$ cat config.mk
export PLATFORM = sky130hd
export DESIGN_NAME = noise_gate_moving_average_core
export DESIGN_NICKNAME = d
export VERILOG_FILES = /design/src/rtl/ngma_pkg.sv /design/src/rtl/noise_gate_moving_average_core.sv
export SDC_FILE = /design/constraint.sdc
export NUM_CORES = 1
export LEC_CHECK = 0
export BUFFER_PORTS_ARGS = -buffer_cell sky130_fd_sc_hd__buf_2
export CAP_MARGIN = 25
export CELL_PAD_IN_SITES_DETAIL_PLACEMENT = 1
export CELL_PAD_IN_SITES_GLOBAL_PLACEMENT = 1
export CORE_ASPECT_RATIO = 1.4
export CORE_MARGIN = 2
export CORE_UTILIZATION = 40
export CTS_CLUSTER_DIAMETER = 150
export DETAILED_ROUTE_END_ITERATION = 12
export PLACE_DENSITY_LB_ADDON = 0.1
export SYNTH_ARGS = -nofsm -noshare
export SYNTH_HDL_FRONTEND = slang
export SYNTH_SLANG_ARGS = --single-unit
$ cat constraint.sdc
create_clock -name clk -period 10.38 [get_ports clk]
set_input_delay 2.076 -clock clk [delete_from_list [all_inputs] [get_ports clk]]
set_output_delay 2.076 -clock clk [all_outputs]
set_load 0.005 [all_outputs]
$ cat src/rtl/ngma_pkg.sv
// ----------------------------------------------------------------------------
// ngma_pkg: shared constants for the noise gate moving average core
// Window geometry, field widths and derived datapath widths.
// ----------------------------------------------------------------------------
package ngma_pkg;

	localparam int HALF_WINDOW = 5;
	localparam int WIN_LEN     = 2 * HALF_WINDOW + 1;

	localparam int SAMPLE_W = 16;
	localparam int THR_W    = 15;
	localparam logic [THR_W-1:0] GATE_RESET = THR_W'(20);

	// running sum holds up to WIN_LEN full scale samples
	localparam int SUM_W  = SAMPLE_W + $clog2(WIN_LEN);
	localparam int CNT_W  = $clog2(WIN_LEN + 1);
	localparam int IDX_W  = $clog2(WIN_LEN);
	localparam int HI_W   = IDX_W + 1;
	localparam int LAG_W  = $clog2(HALF_WINDOW + 1);
	localparam int DIVC_W = $clog2(SUM_W);

endpackage

$ cat src/rtl/noise_gate_moving_average_core.sv
// ----------------------------------------------------------------------------
// noise_gate_moving_average_core: noise gate and centered moving average
// Gates small samples to zero and averages over a window of the same block.
// ----------------------------------------------------------------------------
// Usage:
//   s_tdata carries one signed 16-bit sample, s_tlast marks the last sample
//   of a block. m_tdata carries the smoothed sample, m_tlast the last output
//   of the block. cfg_we/cfg_wdata write the gate threshold; the user must
//   write it only at an edge the core is idle: the core does not enforce it.
//   Output k of a block appears when input k+HALF_WINDOW is taken; the input
//   with s_tlast flushes the pending outputs (up to HALF_WINDOW+1 results).
//   All arithmetic goes through one SUM_W-bit adder under a sequencer, and
//   each mean uses a restoring divider on that adder, one quotient bit a
//   cycle. An input that causes no result passes S_SUB and S_ADD only. A
//   windowed result then goes through S_ABS, S_DIV, S_NEG and S_PUT; each
//   flushed result passes S_FSUB, which drops the window entries beyond its
//   window from the sum, and then the same states. The next request is taken
//   only once the sequencer is back in S_IDLE.
//   s_tready is high only while the sequencer is idle. A finished result
//   sits in the output register; if the receiver stalls, the sequencer
//   waits before loading the next one, while an idle core still takes input.
//   Reset (arst_n low) clears the window, the sum, the counts and sets the
//   threshold to 20.
// ----------------------------------------------------------------------------
module noise_gate_moving_average_core (
	input  logic                           clk,
	input  logic                           arst_n,
	input  logic                           cfg_we,
	input  logic [ngma_pkg::THR_W-1:0]     cfg_wdata,   // gate_threshold
	input  logic                           s_tvalid,
	output logic                           s_tready,
	input  logic [ngma_pkg::SAMPLE_W-1:0]  s_tdata,     // sample
	input  logic                           s_tlast,     // block_last
	output logic                           m_tvalid,
	input  logic                           m_tready,
	output logic [ngma_pkg::SAMPLE_W-1:0]  m_tdata,     // smoothed
	output logic                           m_tlast      // block_end
);
	import ngma_pkg::*;

	typedef enum logic [2:0] {
		S_IDLE,
		S_SUB,
		S_ADD,
		S_FSUB,
		S_ABS,
		S_DIV,
		S_NEG,
		S_PUT
	} state_t;

	state_t                      state_q;
	logic [THR_W-1:0]            thr_q;
	logic signed [SAMPLE_W-1:0]  win_q [WIN_LEN];
	logic signed [SAMPLE_W-1:0]  g_q;
	logic                        last_q;
	logic [SUM_W-1:0]            sum_q;
	logic [CNT_W-1:0]            seen_q;
	logic                        flush_q;
	logic [LAG_W-1:0]            lag_q;
	logic [IDX_W-1:0]            cur_hi_q;
	logic [CNT_W-1:0]            div_q;
	logic                        end_q;
	logic                        neg_q;
	logic [SUM_W-1:0]            num_q;
	logic [SUM_W-1:0]            quo_q;
	logic [CNT_W-1:0]            rem_q;
	logic [DIVC_W-1:0]           div_cnt_q;
	logic [SAMPLE_W-1:0]         res_q;
	logic                        m_tvalid_q;
	logic [SAMPLE_W-1:0]         m_tdata_q;
	logic                        m_tlast_q;

	// noise gate on the incoming sample
	logic signed [SAMPLE_W:0]    s_ext;
	logic signed [SAMPLE_W:0]    t_ext;
	logic                        gated;
	logic signed [SAMPLE_W-1:0]  g_nxt;

	assign s_ext = {s_tdata[SAMPLE_W-1], s_tdata};
	assign t_ext = {{(SAMPLE_W + 1 - THR_W){1'b0}}, thr_q};
	assign gated = (s_ext > -t_ext) && (s_ext < t_ext);
	assign g_nxt = gated ? '0 : s_tdata;

	// shared adder
	logic [SUM_W-1:0] alu_a;
	logic [SUM_W-1:0] alu_b;
	logic             alu_sub;
	logic [SUM_W-1:0] alu_res;
	logic [CNT_W:0]   shifted;

	assign shifted = {rem_q, num_q[SUM_W-1]};

	always_comb begin
		alu_a   = sum_q;
		alu_b   = '0;
		alu_sub = 1'b0;
		case (state_q)
			S_SUB: begin
				alu_b   = SUM_W'(win_q[WIN_LEN-1]);
				alu_sub = 1'b1;
			end
			S_ADD: begin
				alu_b   = SUM_W'(g_q);
			end
			S_FSUB: begin
				alu_b   = SUM_W'(win_q[cur_hi_q]);
				alu_sub = 1'b1;
			end
			S_ABS: begin
				alu_a   = '0;
				alu_b   = sum_q;
				alu_sub = sum_q[SUM_W-1];
			end
			S_DIV: begin
				alu_a   = SUM_W'(shifted);
				alu_b   = SUM_W'(div_q);
				alu_sub = 1'b1;
			end
			S_NEG: begin
				alu_a   = '0;
				alu_b   = quo_q;
				alu_sub = neg_q;
			end
			default: begin
				alu_a   = sum_q;
			end
		endcase
	end

	assign alu_res = alu_a + (alu_sub ? ~alu_b : alu_b) + SUM_W'(alu_sub);

	// sample count after this step, and flush bookkeeping
	logic [CNT_W-1:0] seen_nxt;
	logic [LAG_W-1:0] lag_init;
	logic [HI_W-1:0]  lag_h;
	logic [HI_W-1:0]  seen_m1;
	logic [HI_W-1:0]  flush_hi;
	logic [CNT_W-1:0] flush_cnt;
	logic             drop_more;
	logic             out_free;

	always_comb begin
		seen_nxt = seen_q;
		if (state_q == S_ADD && seen_q != CNT_W'(WIN_LEN)) begin
			seen_nxt = seen_q + CNT_W'(1);
		end
	end

	assign lag_init  = (seen_nxt < CNT_W'(HALF_WINDOW)) ? LAG_W'(seen_nxt - CNT_W'(1))
	                                                   : LAG_W'(HALF_WINDOW - 1);
	assign lag_h     = HI_W'(lag_q) + HI_W'(HALF_WINDOW);
	assign seen_m1   = HI_W'(seen_q) - HI_W'(1);
	assign flush_hi  = (lag_h < seen_m1) ? lag_h : seen_m1;
	assign flush_cnt = CNT_W'(flush_hi + HI_W'(1));
	assign drop_more = HI_W'(cur_hi_q) > lag_h;
	assign out_free  = !m_tvalid_q || m_tready;

	always_ff @(posedge clk or negedge arst_n) begin
		if (!arst_n) begin
			state_q    <= S_IDLE;
			thr_q      <= GATE_RESET;
			for (int i = 0; i < WIN_LEN; i++) begin
				win_q[i] <= '0;
			end
			g_q        <= '0;
			last_q     <= 1'b0;
			sum_q      <= '0;
			seen_q     <= '0;
			flush_q    <= 1'b0;
			lag_q      <= '0;
			cur_hi_q   <= '0;
			div_q      <= '0;
			end_q      <= 1'b0;
			neg_q      <= 1'b0;
			num_q      <= '0;
			quo_q      <= '0;
			rem_q      <= '0;
			div_cnt_q  <= '0;
			res_q      <= '0;
			m_tvalid_q <= 1'b0;
			m_tdata_q  <= '0;
			m_tlast_q  <= 1'b0;
		end else begin
			if (cfg_we) begin
				thr_q <= cfg_wdata;
			end
			// the output register is loaded only in S_PUT
			if (m_tready && state_q != S_PUT) begin
				m_tvalid_q <= 1'b0;
			end
			case (state_q)
				S_IDLE: begin
					if (s_tvalid) begin
						g_q     <= g_nxt;
						last_q  <= s_tlast;
						state_q <= S_SUB;
					end
				end
				S_SUB: begin
					sum_q   <= alu_res;
					state_q <= S_ADD;
				end
				S_ADD: begin
					sum_q    <= alu_res;
					win_q[0] <= g_q;
					for (int i = 1; i < WIN_LEN; i++) begin
						win_q[i] <= win_q[i-1];
					end
					seen_q <= seen_nxt;
					if (seen_nxt > CNT_W'(HALF_WINDOW)) begin
						div_q   <= seen_nxt;
						end_q   <= 1'b0;
						state_q <= S_ABS;
					end else if (last_q) begin
						flush_q  <= 1'b1;
						lag_q    <= lag_init;
						cur_hi_q <= IDX_W'(WIN_LEN - 1);
						state_q  <= S_FSUB;
					end else begin
						state_q <= S_IDLE;
					end
				end
				S_FSUB: begin
					// walk the running sum down to entries 0..lag+HALF_WINDOW
					if (drop_more) begin
						sum_q    <= alu_res;
						cur_hi_q <= cur_hi_q - IDX_W'(1);
					end else begin
						div_q   <= flush_cnt;
						end_q   <= (lag_q == '0);
						state_q <= S_ABS;
					end
				end
				S_ABS: begin
					neg_q     <= sum_q[SUM_W-1];
					num_q     <= alu_res;
					quo_q     <= '0;
					rem_q     <= '0;
					div_cnt_q <= DIVC_W'(SUM_W - 1);
					state_q   <= S_DIV;
				end
				S_DIV: begin
					// restoring step: keep the difference when it did not go negative
					if (!alu_res[SUM_W-1]) begin
						rem_q <= alu_res[CNT_W-1:0];
					end else begin
						rem_q <= shifted[CNT_W-1:0];
					end
					quo_q <= {quo_q[SUM_W-2:0], !alu_res[SUM_W-1]};
					num_q <= {num_q[SUM_W-2:0], 1'b0};
					if (div_cnt_q == '0) begin
						state_q <= S_NEG;
					end else begin
						div_cnt_q <= div_cnt_q - DIVC_W'(1);
					end
				end
				S_NEG: begin
					res_q   <= alu_res[SAMPLE_W-1:0];
					state_q <= S_PUT;
				end
				S_PUT: begin
					if (out_free) begin
						m_tvalid_q <= 1'b1;
						m_tdata_q  <= res_q;
						m_tlast_q  <= end_q;
						if (flush_q) begin
							if (lag_q == '0) begin
								for (int i = 0; i < WIN_LEN; i++) begin
									win_q[i] <= '0;
								end
								sum_q   <= '0;
								seen_q  <= '0;
								flush_q <= 1'b0;
								state_q <= S_IDLE;
							end else begin
								lag_q   <= lag_q - LAG_W'(1);
								state_q <= S_FSUB;
							end
						end else if (last_q) begin
							flush_q  <= 1'b1;
							lag_q    <= lag_init;
							cur_hi_q <= IDX_W'(WIN_LEN - 1);
							state_q  <= S_FSUB;
						end else begin
							state_q <= S_IDLE;
						end
					end
				end
				default: begin
					state_q <= S_IDLE;
				end
			endcase
		end
	end

	assign s_tready = (state_q == S_IDLE);
	assign m_tvalid = m_tvalid_q;
	assign m_tdata  = m_tdata_q;
	assign m_tlast  = m_tlast_q;

	// one request at a time
	a_one_at_a_time: assert property (@(posedge clk) disable iff (!arst_n)
		(s_tvalid && s_tready) |=> !s_tready)
		else $error("input taken while a sample is still in work");

	a_seen_bound: assert property (@(posedge clk) disable iff (!arst_n)
		seen_q <= CNT_W'(WIN_LEN))
		else $error("sample count beyond window length");

	// the flush walk never drops below the entries it still needs
	a_flush_walk: assert property (@(posedge clk) disable iff (!arst_n)
		(state_q == S_FSUB) |-> (HI_W'(cur_hi_q) >= lag_h))
		else $error("flush sum walked past its window");

	a_block_start: assert property (@(posedge clk) disable iff (!arst_n)
		(state_q == S_IDLE && seen_q == '0) |-> (sum_q == '0 && !flush_q))
		else $error("block starts with a stale sum");

endmodule
==> results.toml <==
[outcome]
status = "finished clean"

[timing]
hold_viol = 0
finalCritPeriodShare_pct = 52.7
fin_setup_tns_ps = 0
skew_ps = 18.6
min_period_ps = 5470
fmax_mhz = 183
rsz0062_at_grt = "false"
slew_headroom_pct = 28.5
worst_pin_slew_ps = 1070
finalSetupViolCount = 0
drv_slew = 0

[drt]
dr.first_iter.drc_count = 888
postRouteAntennaNets = 0
viasPerCell = 5.96
wl_mm = 51.1
wl_per_cell_um = 23.0
first_pass_iters = 6
vias = 13200
post-route-drc-count = 0

[layout]
drive_gt1_share_pct = 13.5
fillers = 4721
area_growth_syn_to_layout_pct = 11.5
diodes = 0
final_util_pct = 45.0
fin_nets = 1745

[clock_tree]
hold_buffers = 0
clk_path_buf_depth = 3
tritoncts = "built"
post_cts_buffers = 0
clk_latency_ps = 540
cts_sinks = 332
numCtsBuffers = 37
htree_levels = 2
clockRootBuffer = "clkbuf_16"
cts_resized = 0
clk_pin_slew_ps = 60

[power]
power.leakage_nw = 8.97
powerDensity_mw_per_mm2 = 389
irDropWorstVdd_mv = 0.172

[placed_design]
io_buffer_count = 55
routabilityCongestion = 0.826
dp_hpwl_mm = 34.4

[synth]
async_flop_share_pct = 100
synthMostInstantiatedCell = "dfrtp_1"
syn_area_mm2 = 0.0174
ys_warn_count = 0
synth-edff-count = 0
synthFlopType = "dfrtp_1"
post_synth.cell_area_avg_um2 = 10.6
syn-num-nets = 1745
ys_ff_latch = 332
synth.area.top_cells = "dfrtp_1, a22o_1, ha_1"
synth_common_cells = "dfrtp_1, a22o_1, nand2_1"
synth_top_area_share_pct = 47.5
yosysTopAreaCell = "dfrtp_1"
syn_inst = 1639
yosysSeqAreaShare_pct = 47.8
yosysUniqueCellTypes = 78

[flow_run]
maxCapViolations = 0

[floorplan]
start_util_pct = 40.4
die_x_um = 180
dieArea_mm2 = 0.0451
fp-row-count = 90
fp.dieH_um = 251
io-pin-count = 56
core_mm2 = 0.0430

[worst_hold_path]
hp-class = "reg2reg"

[setup_path]
path_class = "reg2reg"
cp-end-kind = "flop"
worstPathRequired_ps = 10820
cp_max_fo = 45
arrival_ps = 5910
startpoint_type = "flop"

[global_route]
grt_max_degree = 175
grt_overflow_total = 0
antenna_found_initial = 0
grt_pass1_wl_mm = 82.6
grt_pass1_vias = 13900
grt_usage_pct = 22.9
-- power by group --
part / internal (W) / switching (W) / total (W) / leakage, nW
registers: 0.00177 / 0.000429 / 0.00219 / 4.36
logic: 0.00155 / 0.00248 / 0.00403 / 4.02
clock network: 0.000757 / 0.000558 / 0.00131 / 0.596
total: 0.00407 / 0.00347 / 0.00754 / 8.97
-- metal layers --
layer,up-vias,track usage [%],wire length (um)
met2,209,38.8,25300
met4,0,8.04,1680
li1,6065,-,-
met5,-,0,0
met1,6871,30.4,22500
met3,80,2.70,1580
-- critical path: stages, from the launching register on --
cell and delay, ps:
dfrtp_2 350, buf_4 650, clkinv_1 540, a221o_1 450, o21ai_0 70, o21ai_0 110, a221oi_1 320, xor2_1 200
ha_1 300, a21oi_1 320, o21ai_0 160, a31oi_1 240, o221ai_1 200, o31ai_2 280, o21ai_2 90, xnor2_1 760
nand3_1 200, o311ai_2 120
-- flip-flops by register name, summed over array words and instances (netlist names), 4 cells and up --
name and cells:
win_q 176, seen_q 4, g_q 16, div_cnt_q 5
num_q 20, thr_q 15, res_q 16, rem_q 4
quo_q 20, div_q 4, cur_hi_q 4, sum_q 20
m_tdata 16
-- cells by family after synthesis --
family                   share of synthesized area [%]
XOR/XNOR                                          2.82
AND/OR/NAND/NOR                                   10.5
flip-flops                                        47.8
AO/OA/AOI/OAI                                     22.3
multiplexers                                      7.91
buffers and inverters                             3.63
adder cells (fa/ha/maj)                           5.01
-- cells in the final DEF, fill, tap and decap left out, drive strengths merged, types with 40 or more instances in the layout --
cell type    n
a21oi       90
a22o       197
buf         78
clkbuf      53
dfrtp      330
ha          68
inv         40
nand2      172
nand3       46
nor2        72
o21ai      114
-- path summary, 6_finish.rpt --
path	to	slack, ps	cells after the start	from
max	rem_q[2]	4910	17	cur_hi_q[0]
min	res_q[0]	480	2	res_q[0]
max reg2reg	rem_q[2]	4910	17	cur_hi_q[0]
min reg2reg	res_q[0]	480	2	res_q[0]
max in group asynchronous	num_q[4]	7380	2	arst_n
min in group asynchronous	seen_q[0]	1560	1	arst_n
-- area by class of cell --
class                           count  area, um^2  share of cell area, %
Timing Repair Buffer               79         537                   2.77
Inverter                           41         154                  0.795
Sequential cell                   332        8310                   42.9
Tap cell                          552         691                   3.57
Clock inverter                     16         159                  0.821
Multi-Input combinational cell   1148        8460                   43.7
Clock buffer                       52        1040                   5.38
-- metrics by stage --
step,worst slack (ps),power [W],instances,hold slack [ps],cell area [um^2]
2_1_floorplan,6080,0.00493,1639,438,17400
3_3_place_gp,4990,0.00615,2148,455,18100
3_5_place_dp,4840,0.00625,2149,467,18100
4_1_cts,4810,0.00761,2217,482,19300
5_1_grt,4390,0.00814,2220,501,19400
6_report,4910,0.00754,2220,478,19400
No activity file was read; power rests on OpenSTA's default activity.
